### src/design/erd_pkg.sv
// Shared types, codes and constants for the echo range display.
`default_nettype none

package erd_pkg;

   // Operation codes of an input item; code 3 is unused and ignored
   typedef enum logic [1:0] {
      OP_REFRESH = 2'd0,
      OP_CAPTURE = 2'd1,
      OP_CLEAR   = 2'd2
   } erd_op_type;

   localparam int unsigned OP_W       = 2;
   localparam int unsigned WIDTH_W    = 16;
   localparam int unsigned SEG_W      = 8;
   localparam int unsigned DIGITS     = 4;
   localparam int unsigned POS_W      = 2;
   localparam int unsigned DIST_W     = 10;

   // Echo conversion: (w + 58) / 116 = ((w + 58) >> 2) / 29
   localparam logic [WIDTH_W:0] ECHO_ROUND  = 17'd58;
   localparam logic [14:0]      RECIP_29    = 15'd18079;  // ceil(2^19 / 29)
   localparam int unsigned      RECIP_SHIFT = 19;

   // Decimal split of a 10-bit value
   localparam logic [9:0] RECIP_10  = 10'd820;   // ceil(2^13 / 10)
   localparam logic [9:0] RECIP_100 = 10'd656;   // ceil(2^16 / 100)
   localparam logic [DIST_W-1:0] THOUSAND = 10'd1000;
   localparam logic [DIST_W-1:0] HUNDRED  = 10'd100;
   localparam logic [DIST_W-1:0] TEN      = 10'd10;

   localparam logic [1:0] POS_THOUSANDS = 2'd0;
   localparam logic [1:0] POS_HUNDREDS  = 2'd1;
   localparam logic [1:0] POS_TENS      = 2'd2;
   localparam logic [1:0] POS_UNITS     = 2'd3;

   localparam logic [SEG_W-1:0]  SEG_ALL_OFF = 8'hff;
   localparam logic [DIGITS-1:0] EN_ALL_OFF  = 4'hf;

   // What one refresh tick puts on the display
   typedef struct packed {
      logic              shown;
      logic [SEG_W-1:0]  segments_n;
      logic [DIGITS-1:0] enable_n;
   } erd_disp_type;

   // Active-low segment pattern of a decimal digit, bits B,F,A,E,D,DP,C,G
   function automatic logic [SEG_W-1:0] seg_lookup(input logic [3:0] digit);
      logic [SEG_W-1:0] pattern;
      case (digit)
         4'd0:    pattern = 8'ha0;
         4'd1:    pattern = 8'hbe;
         4'd2:    pattern = 8'h62;
         4'd3:    pattern = 8'h2a;
         4'd4:    pattern = 8'h3c;
         4'd5:    pattern = 8'h29;
         4'd6:    pattern = 8'h21;
         4'd7:    pattern = 8'hba;
         4'd8:    pattern = 8'h20;
         4'd9:    pattern = 8'h28;
         default: pattern = SEG_ALL_OFF;
      endcase
      return pattern;
   endfunction

endpackage

`default_nettype wire

### src/design/erd_if.sv
// Valid/ready channel interfaces for the request and response sides.
`default_nettype none

interface erd_req_if;
   logic                         valid;
   logic                         ready;
   logic [erd_pkg::OP_W-1:0]     operation;
   logic [erd_pkg::WIDTH_W-1:0]  echo_width;

   modport source (output valid, output operation, output echo_width, input ready);
   modport sink   (input valid, input operation, input echo_width, output ready);
endinterface

interface erd_rsp_if;
   logic                         valid;
   logic                         ready;
   logic [erd_pkg::SEG_W-1:0]    segments_n;
   logic [erd_pkg::DIGITS-1:0]   digit_enable_n;
   logic [erd_pkg::DIST_W-1:0]   distance_cm;

   modport source (output valid, output segments_n, output digit_enable_n,
                   output distance_cm, input ready);
   modport sink   (input valid, input segments_n, input digit_enable_n,
                   input distance_cm, output ready);
endinterface

`default_nettype wire

### src/design/erd_conv.sv
// Echo width to rounded centimetre distance, by reciprocal multiplication.
`default_nettype none

module erd_conv (
   input  wire logic [erd_pkg::WIDTH_W-1:0] echo_width,
   output logic      [erd_pkg::DIST_W-1:0]  distance
);
   import erd_pkg::*;

   logic [WIDTH_W:0] rounded;
   logic [14:0]      quarter;
   logic [29:0]      product;

   always_comb begin
      rounded = {1'b0, echo_width} + ECHO_ROUND;
      // divide by 4 first, then by 29 through the reciprocal
      quarter = rounded[WIDTH_W:2];
      product = 30'(quarter) * 30'(RECIP_29);
      distance = product[RECIP_SHIFT +: DIST_W];
   end

endmodule

`default_nettype wire

### src/design/erd_digit.sv
// Digit selection, blanking and segment lookup for one refresh position.
`default_nettype none

module erd_digit (
   input  wire logic [erd_pkg::DIST_W-1:0] distance,
   input  wire logic [erd_pkg::POS_W-1:0]  position,
   output erd_pkg::erd_disp_type           disp
);
   import erd_pkg::*;

   logic [19:0]       prod_10;
   logic [19:0]       prod_100;
   logic [6:0]        div_10;
   logic [3:0]        div_100;
   logic [9:0]        times_10;
   logic [6:0]        hund_times_10;
   logic [9:0]        units_full;
   logic [6:0]        tens_full;
   logic [3:0]        digit;
   logic              nonzero;

   always_comb begin
      prod_10  = 20'(distance) * 20'(RECIP_10);
      prod_100 = 20'(distance) * 20'(RECIP_100);
      div_10   = prod_10[19:13];
      div_100  = prod_100[19:16];

      times_10      = {div_10, 3'b000} + {2'b00, div_10, 1'b0};
      hund_times_10 = {div_100, 3'b000} + {2'b00, div_100, 1'b0};
      units_full    = distance - times_10;
      tens_full     = div_10 - hund_times_10;

      case (position)
         POS_THOUSANDS: begin
            nonzero = (distance >= THOUSAND);
            digit   = {3'b000, nonzero};
         end
         POS_HUNDREDS: begin
            nonzero = (distance >= HUNDRED);
            // a quotient of ten shows its last digit, zero
            digit   = (div_100 == 4'd10) ? 4'd0 : div_100;
         end
         POS_TENS: begin
            nonzero = (distance >= TEN);
            digit   = tens_full[3:0];
         end
         default: begin
            nonzero = 1'b1;
            digit   = units_full[3:0];
         end
      endcase

      disp.shown      = nonzero;
      disp.segments_n = seg_lookup(digit);
      disp.enable_n   = ~(DIGITS'(1) << position);
   end

endmodule

`default_nettype wire

### src/design/echo_range_seven_segment_display.sv
// Top level of the echo range display: input stage, state and response register.
//
//  Channel   Dir  Payload                                      Transfer
//  req_ch    in   operation[2], echo_width[16]                 valid & ready
//  rsp_ch    out  segments_n[8], digit_enable_n[4],            valid & ready
//                 distance_cm[10]
//
// One item per cycle while the response side is not stalled. An item is held in the
// input register, then passes through the conversion or digit logic into the
// response register, which raises response valid.
// Synchronous reset clears the distance and digit position, turns all segments and
// digits off and empties both stages. A stalled response holds its register while
// the input stage still takes one more item; state updates only as an item moves on.
`default_nettype none

module echo_range_seven_segment_display (
   input  wire logic   clock,
   input  wire logic   reset,
   erd_req_if.sink     req_ch,
   erd_rsp_if.source   rsp_ch
);
   import erd_pkg::*;

   logic                 in_valid_ff, in_valid_in;
   logic [OP_W-1:0]      in_op_ff;
   logic [WIDTH_W-1:0]   in_width_ff;

   logic [DIST_W-1:0]    distance_ff, distance_in;
   logic [POS_W-1:0]     position_ff, position_in;
   logic [SEG_W-1:0]     seg_latch_ff, seg_latch_in;
   logic [DIGITS-1:0]    en_latch_ff, en_latch_in;

   logic                 rsp_valid_ff, rsp_valid_in;
   logic [SEG_W-1:0]     rsp_seg_ff;
   logic [DIGITS-1:0]    rsp_en_ff;
   logic [DIST_W-1:0]    rsp_dist_ff;

   logic                 advance;
   logic                 take;
   logic [DIST_W-1:0]    captured;
   erd_disp_type         disp;

   erd_conv u_conv (
      .echo_width (in_width_ff),
      .distance   (captured)
   );

   erd_digit u_digit (
      .distance (distance_ff),
      .position (position_ff),
      .disp     (disp)
   );

   always_comb begin
      advance      = in_valid_ff && (!rsp_valid_ff || rsp_ch.ready);
      req_ch.ready = !in_valid_ff || advance;
      take         = req_ch.valid && req_ch.ready;
      in_valid_in  = take || (in_valid_ff && !advance);
      rsp_valid_in = advance || (rsp_valid_ff && !rsp_ch.ready);
   end

   // next state of the display and distance
   always_comb begin
      distance_in  = distance_ff;
      position_in  = position_ff;
      seg_latch_in = seg_latch_ff;
      en_latch_in  = en_latch_ff;
      case (erd_op_type'(in_op_ff))
         OP_REFRESH: begin
            position_in = position_ff + POS_W'(1);
            en_latch_in = EN_ALL_OFF;
            if (disp.shown) begin
               seg_latch_in = disp.segments_n;
               en_latch_in  = disp.enable_n;
            end
         end
         OP_CAPTURE: distance_in = captured;
         OP_CLEAR:   distance_in = '0;
         default:    ;
      endcase
   end

   always_ff @(posedge clock) begin
      if (reset) begin
         in_valid_ff  <= 1'b0;
         rsp_valid_ff <= 1'b0;
         distance_ff  <= '0;
         position_ff  <= '0;
         seg_latch_ff <= SEG_ALL_OFF;
         en_latch_ff  <= EN_ALL_OFF;
      end else begin
         in_valid_ff  <= in_valid_in;
         rsp_valid_ff <= rsp_valid_in;
         if (advance) begin
            distance_ff  <= distance_in;
            position_ff  <= position_in;
            seg_latch_ff <= seg_latch_in;
            en_latch_ff  <= en_latch_in;
         end
      end
   end

   // payload registers: load on transfer or advance, hold otherwise
   always_ff @(posedge clock) begin
      if (take) begin
         in_op_ff    <= req_ch.operation;
         in_width_ff <= req_ch.echo_width;
      end
      if (advance) begin
         rsp_seg_ff  <= seg_latch_in;
         rsp_en_ff   <= en_latch_in;
         rsp_dist_ff <= distance_in;
      end
   end

   assign rsp_ch.valid          = rsp_valid_ff;
   assign rsp_ch.segments_n     = rsp_seg_ff;
   assign rsp_ch.digit_enable_n = rsp_en_ff;
   assign rsp_ch.distance_cm    = rsp_dist_ff;

endmodule

`default_nettype wire
### src/flat_wrapper.sv
// flat-port wrapper written by rule: the top's interface ports become plain ports
module echo_range_seven_segment_display_flat import erd_pkg::*;
  (clock, reset, req_ch_valid, req_ch_operation, req_ch_echo_width, req_ch_ready, rsp_ch_valid, rsp_ch_segments_n, rsp_ch_digit_enable_n, rsp_ch_distance_cm, rsp_ch_ready);
  erd_req_if req_ch_i ();
  erd_rsp_if rsp_ch_i ();
  input  wire logic clock;
  input  wire logic reset;
  input wire logic [$bits(req_ch_i.valid)-1:0] req_ch_valid;
  input wire logic [$bits(req_ch_i.operation)-1:0] req_ch_operation;
  input wire logic [$bits(req_ch_i.echo_width)-1:0] req_ch_echo_width;
  output wire logic [$bits(req_ch_i.ready)-1:0] req_ch_ready;
  output wire logic [$bits(rsp_ch_i.valid)-1:0] rsp_ch_valid;
  output wire logic [$bits(rsp_ch_i.segments_n)-1:0] rsp_ch_segments_n;
  output wire logic [$bits(rsp_ch_i.digit_enable_n)-1:0] rsp_ch_digit_enable_n;
  output wire logic [$bits(rsp_ch_i.distance_cm)-1:0] rsp_ch_distance_cm;
  input wire logic [$bits(rsp_ch_i.ready)-1:0] rsp_ch_ready;
  assign req_ch_i.valid = req_ch_valid;
  assign req_ch_i.operation = req_ch_operation;
  assign req_ch_i.echo_width = req_ch_echo_width;
  assign req_ch_ready = req_ch_i.ready;
  assign rsp_ch_valid = rsp_ch_i.valid;
  assign rsp_ch_segments_n = rsp_ch_i.segments_n;
  assign rsp_ch_digit_enable_n = rsp_ch_i.digit_enable_n;
  assign rsp_ch_distance_cm = rsp_ch_i.distance_cm;
  assign rsp_ch_i.ready = rsp_ch_ready;
  echo_range_seven_segment_display u_core (.clock(clock), .reset(reset), .req_ch(req_ch_i), .rsp_ch(rsp_ch_i));
endmodule
### config.mk
export PLATFORM = sky130hd
export DESIGN_NAME = echo_range_seven_segment_display_flat
export DESIGN_NICKNAME = d
export VERILOG_FILES = /design/src/design/erd_pkg.sv /design/src/design/erd_if.sv /design/src/design/erd_conv.sv /design/src/design/erd_digit.sv /design/src/design/echo_range_seven_segment_display.sv /design/src/flat_wrapper.sv
export SDC_FILE = /design/constraint.sdc
export NUM_CORES = 1
export LEC_CHECK = 0
export BUFFER_PORTS_ARGS = -buffer_cell sky130_fd_sc_hd__buf_4
export CAP_MARGIN = 20
export CORE_MARGIN = 8
export CORE_UTILIZATION = 58
export DETAILED_ROUTE_END_ITERATION = 12
export GPL_TIMING_DRIVEN = 0
export PLACE_DENSITY = 0.76
export SLEW_MARGIN = 20
export SYNTH_ARGS = -nofsm -noshare
export SYNTH_HDL_FRONTEND = slang
export SYNTH_SLANG_ARGS = --single-unit
export TNS_END_PERCENT = 50
### constraint.sdc
create_clock -name clock -period 19.53 [get_ports clock]
set_input_delay 0.9765 -clock clock [delete_from_list [all_inputs] [get_ports clock]]
set_output_delay 0.9765 -clock clock [all_outputs]
set_load 0.01 [all_outputs]
# ---- After elaboration in Yosys (flattened, before gate mapping)
# Memories as Yosys holds them, arrays and structs flattened.
# Cells that the tools add are included.
dict set report word_totals {
  reg_bits 66
  romBits 112
  inputBits 22
  n_memories 1
}
dict set report classes {
  n_addsub 6
  multipliers 3
  magnitude_cmp 3
  eq_ne 5
  n_shift 1
  n_mux 8
  bitwise 1
  n_reduce_logical 15
}
# memory depth width read_ports rd_ports_with_merged_regs wr line
set mem_list {}
lappend mem_list {{(no name shown)} 16 7 1 0 0 erd_pkg.sv:50} ;# case (digit)
# operator count
set ops {}
lappend ops {{$mul 15x15->29 const B} 1}
lappend ops {{$pmux 10 s2} 1}
lappend ops {{$add 16x6->17 const B} 1}
lappend ops {{$mul 10x6->16 const B} 1}
lappend ops {{$mux 8} 2}
lappend ops {{$mul 10x8->15 const B} 1}
lappend ops {{$mux 4} 3}
lappend ops {{$pmux 4 s3} 1}
lappend ops {{$ge 10x10->1 const B} 1}
lappend ops {{$ge 10x4->1 const B} 1}
lappend ops {{$ge 10x7->1 const B} 1}
lappend ops {{$add 4x4->4} 2}
lappend ops {{$sub 4x4->4} 2}
lappend ops {{$eq 2x1->1 const B} 2}
lappend ops {{$eq 2x2->1 const B} 2}
lappend ops {{$eq 4x4->1 const B} 1}
lappend ops {{$logic_and 1x1->1} 4}
lappend ops {{$logic_not 1->1} 4}
lappend ops {{$logic_not 2->1} 2}
lappend ops {{$logic_or 1x1->1} 4}
lappend ops {{$not 4->4} 1}
lappend ops {{$shl 1x2->4 const A} 1}
lappend ops {{$pmux 1 s3} 1}
lappend ops {{$add 2x1->2 const B} 1}
lappend ops {{$reduce_and 2->1} 1}

# ---- Logic depth before layout (Yosys ltp)
# An unclocked memory read counts as a cell.
dict set report logic_depth {
  word_depth 7
  depth_mapped 28
}

# ---- Hierarchy
# A second synthesis with hierarchy kept.
dict set report hier_totals {
  cells_unflattened 1023
  area_unflattened_um2 9949.5
}
# mod instances cells_per_inst area_per_inst_um2 seq_area_each_um2
set by_module_without_submodules {}
lappend by_module_without_submodules {erd_conv 1 508 4583.1 0.0}
lappend by_module_without_submodules {erd_digit 1 317 2783.9 0.0}
lappend by_module_without_submodules {echo_range_seven_segment_display 1 198 2582.5 1721.7}

# ---- Worst setup path before layout
# OpenSTA, ideal clock, no wires.
dict set report synth_path {
  path_kind {register to register}
  from {register u_core.in_width_ff[1]}
  to {register u_core.rsp_dist_ff[8], in the netlist u_core.rsp_ch.distance_cm[8], data pin}
  setup_time_ns 0.256
  arrival_ns 6.770
  required_time_ns 19.274
  setup_slack_ns 12.504
  path_stages_with_launch 27
  period_less_slack_ns 7.026
  path_cell_list {edfxtp_1 ha_1 nor3_1 nand2b_1 and3_1 and2_1 xnor2_1 inv_1 ha_1 inv_1 fa_1 inv_1 fa_1 fa_1 fa_1 inv_1 fa_1 inv_1 ha_1 a21o_1 a21o_1 a21oi_1 a41oi_1 a211o_1 a21oi_1 xnor2_1 a31o_2}
}
dict set report synth_between {
  elab_chain_len 3
}
# item line
set synth_lines {}
lappend synth_lines {{start, declared} echo_range_seven_segment_display.sv:26} ;# logic [WIDTH_W-1:0] in_width_ff;
lappend synth_lines {{start signal, assigned} echo_range_seven_segment_display.sv:107} ;# in_width_ff <= req_ch.echo_width;
lappend synth_lines {{$add 16x6->17} erd_conv.sv:15} ;# rounded = {1'b0, echo_width} + ECHO_ROUND;
lappend synth_lines {{$mul 15x15->29} erd_conv.sv:18} ;# product = 30'(quarter) * 30'(RECIP_29);
lappend synth_lines {{$pmux 10 s2} echo_range_seven_segment_display.sv:68} ;# case (erd_op_type'(in_op_ff))
lappend synth_lines {{via u_core.distance_in[8]} echo_range_seven_segment_display.sv:28} ;# logic [DIST_W-1:0] distance_ff, distance_in;
lappend synth_lines {{end signal, assigned} echo_range_seven_segment_display.sv:112} ;# rsp_dist_ff <= distance_in;
lappend synth_lines {{end, declared} echo_range_seven_segment_display.sv:36} ;# logic [DIST_W-1:0] rsp_dist_ff;
# The timed path passes the listed nets, and every way through them passes these cells.
# A chain may end at the register's enable or synchronous reset.

# ---- Worst setup path in the final report
# Same ends and word-level chain as after synthesis.

==> results.cfg <==
[outcome]
status = completed

[timing]
finalCritPeriodShare_pct = 39.8
slew_viol_final = 0
finalHoldViolCount = 0
tns_ps = 0
rsz0062_at_grt = false
skew_ps = 8.96
max_slew_margin_pct = 43.2
fmax_mhz = 129
finalWorstSetupSlack_ps = 11760
setup_viol = 0
period_needed_ps = 7770
tightest_slew_ps = 852

[detailed_routing]
met2RoutedLength_um = 10500
met3_wirelength_um = 692
drc = 0
drtIter0Drc = 362
ant_nets = 0
drt_wl_total_um = 20700
vias = 7006
met1_length_um = 8950
drt_first_pass_iters = 4
drt-vias-per-instance = 5.45
top_layer_used = met4
wl_per_cell_um = 16.1

[clocking]
clock_latency_ps = 340
cts_buffer_depth = 2
cts_buffers = 9
clk_pin_slew_ps = 60
root_buffer = clkbuf_16
ctsResizeCount = 0
htreeDepth = 3
hold_buffers = 0
cts_tree = built
cts.sinks = 65
cts_setup_buffers = 0

[floorplan]
dieHeight_um = 145
die-width_um = 145
coreArea_um2 = 16500
dieArea_um2 = 21100
pin_count = 46
num_rows = 47
start_util_pct = 58.7

[synth]
ys_seq_elements = 65
yosysTopAreaCell = ha_1
synth_area_leaders = ha_1, fa_1, edfxtp_1
netlist_area_um2 = 9670
synth_top_area_share_pct = 26.9
ys_warn_count = 0
syn_inst = 1004
synth-main-ff-cell = edfxtp_1
yosysUniqueCellTypes = 84
ys_seq_area_share_pct = 17.5
synthesis.nets = 1327
async_reset_ff_share_pct = 0
synth_edf_count = 39
syn_area_per_cell_um2 = 9.63

[worst_setup_path]
crit_arrival_ps = 7860
cp.required_ps = 19620
crit_type = reg -> reg
setup.worst_path.end_class = flip-flop
startpoint_type = flip-flop
path_max_fanout = 5

[power_and_ir_drop]
power.density_nw_per_um2 = 113
ir_drop_mv = 0.147
p_leak_nw = 5.46

[placement]
port_buffers = 44
dp_slack_ps = 11760
place.gp.congestion = 0.919
dp_hpwl_um = 17600

[global_routing]
grt.total_usage_pct = 20.6
grt_max_degree = 23
first_global_vias = 7546
antenna_found_initial = 0
grt_pass1_wl_um = 35700
grt_overflow = 0

[layout]
fill_cells = 1350
layout.nets = 1383
n_antenna_cell = 0
drive_above_1_share_pct = 9.01
area_delta_synth_final_pct = 9.77

[run]
drv_cap = 0

[hold_path]
holdCritPathClass = reg -> reg
-- flip-flops by register name (all words and copies together), names as in the netlist --
name and count:
u_core.in_width_ff 15, u_core.in_op_ff 2, u_core.distance_ff 10, u_core.rsp_ch.valid 1, u_core.rsp_ch.distance_cm 10, u_core.seg_latch_ff 8, u_core.in_valid_ff 1, u_core.rsp_ch.segments_n 8
u_core.en_latch_ff 4, u_core.rsp_ch.digit_enable_n 4, u_core.position_ff 2
-- Yosys cell counts (all sizes together) (7+ instances only) --
cell type and number:
fa 93, ha 208, xnor2 40, and3 10
a21oi 37, dfxtp 26, edfxtp 39, and2 16
a21o 9, nor2 52, a31oi 8, xor2 13
inv 232, nand3 23, mux2i 7, a211oi 12
clkbuf 11, nor3 9, o21ai 21, or3 7
nand2 36
-- worst paths after layout --
path	startpoint	end	slack (ps)	cells past startpoint
setup / recovery	u_core.in_width_ff[1]	u_core.rsp_ch.distance_cm[8]	11760	26
hold / removal	u_core.seg_latch_ff[5]	u_core.seg_latch_ff[5]	440	1
setup reg to reg	u_core.in_width_ff[1]	u_core.rsp_ch.distance_cm[8]	11760	26
hold reg to reg	u_core.seg_latch_ff[5]	u_core.seg_latch_ff[5]	440	1
-- worst max-delay path, stage by stage, from the launching register on --
cell and delay (ps):
edfxtp_1 390, ha_1 240, nor3_1 300, nand2b_1 110
and3_1 250, and2_1 180, xnor2_1 410, inv_1 210
ha_1 360, inv_1 60, fa_1 500, inv_1 60
fa_1 520, fa_1 440, fa_1 550, inv_1 50
fa_1 490, inv_1 40, ha_1 300, a21o_1 160
a21o_1 170, a21oi_1 330, a41oi_1 350, a211o_1 390
a21oi_1 300, xnor2_1 100, a31o_2 260
-- final cells by class --
type                            count  area (um^2)  share of cell area, %
Clock inverter                      7         85.1                  0.802
Clock buffer                        9          225                   2.12
Inverter                          232          871                   8.20
Buffer                             16         78.8                  0.743
Timing Repair Buffer               45          358                   3.37
Tap cell                          220          275                   2.59
Sequential cell                    65         1690                   15.9
Multi-Input combinational cell    691         7030                   66.2
-- cell usage in the layout (no fill, tap or decap), drive strengths merged, types with 3 or more instances in the layout --
master  count
a21boi      3
o211ai      4
inv       236
nor2b       4
o22ai       6
fa         93
a21oi      37
clkbuf     20
o21a        5
nand2      36
a21o        9
o21ai      21
and3       10
mux2i       7
dfxtp      26
nand4       4
nor4        3
and2       16
nand3      23
edfxtp     39
or3         7
xnor2      40
nor3b       4
nor3        9
buf        50
a41o        3
o31ai       4
nand2b      5
a211oi     12
nor2       52
a31o        4
a221oi      3
ha        208
a31oi       8
xor2       13
-- stage by stage --
step                      util (%)  hold WS (ps)  instances  area, um^2  total power, W
final                         64.5           442       1285       10600         0.00120
after CTS                     64.5           444       1285       10600         0.00122
after global routing          64.5           467       1285       10600         0.00137
after detailed placement      62.6           427       1269       10300         0.00104
after floorplan                  -           406       1004        9670        0.000828
after global placement        62.4           421       1268       10300        0.000993
-- logic make-up after synthesis --
family                   synth area share (%)
adder cells (fa/ha/maj)                  46.2
buffers and inverters                    9.81
AND/OR/NAND/NOR                          9.95
AO/OA/AOI/OAI                            10.8
flip-flops                               17.5
XOR/XNOR                                 4.80
multiplexers                             1.04
-- report_power, final --
group | switching (W) | total (W) | internal [W]
logic | 0.000491 | 0.000869 | 0.000378
registers | 0.00000791 | 0.000162 | 0.000155
clock network | 0.0000666 | 0.000168 | 0.000101
total | 0.000566 | 0.00120 | 0.000634
-- layer usage --
layer	up-vias	global-route usage [%]
met5	-	0
met4	0	7.91
met3	43	3.73
met2	113	36.8
met1	3406	24.2
li1	3444	-
Note: power is estimated with default switching activity, not from simulation.
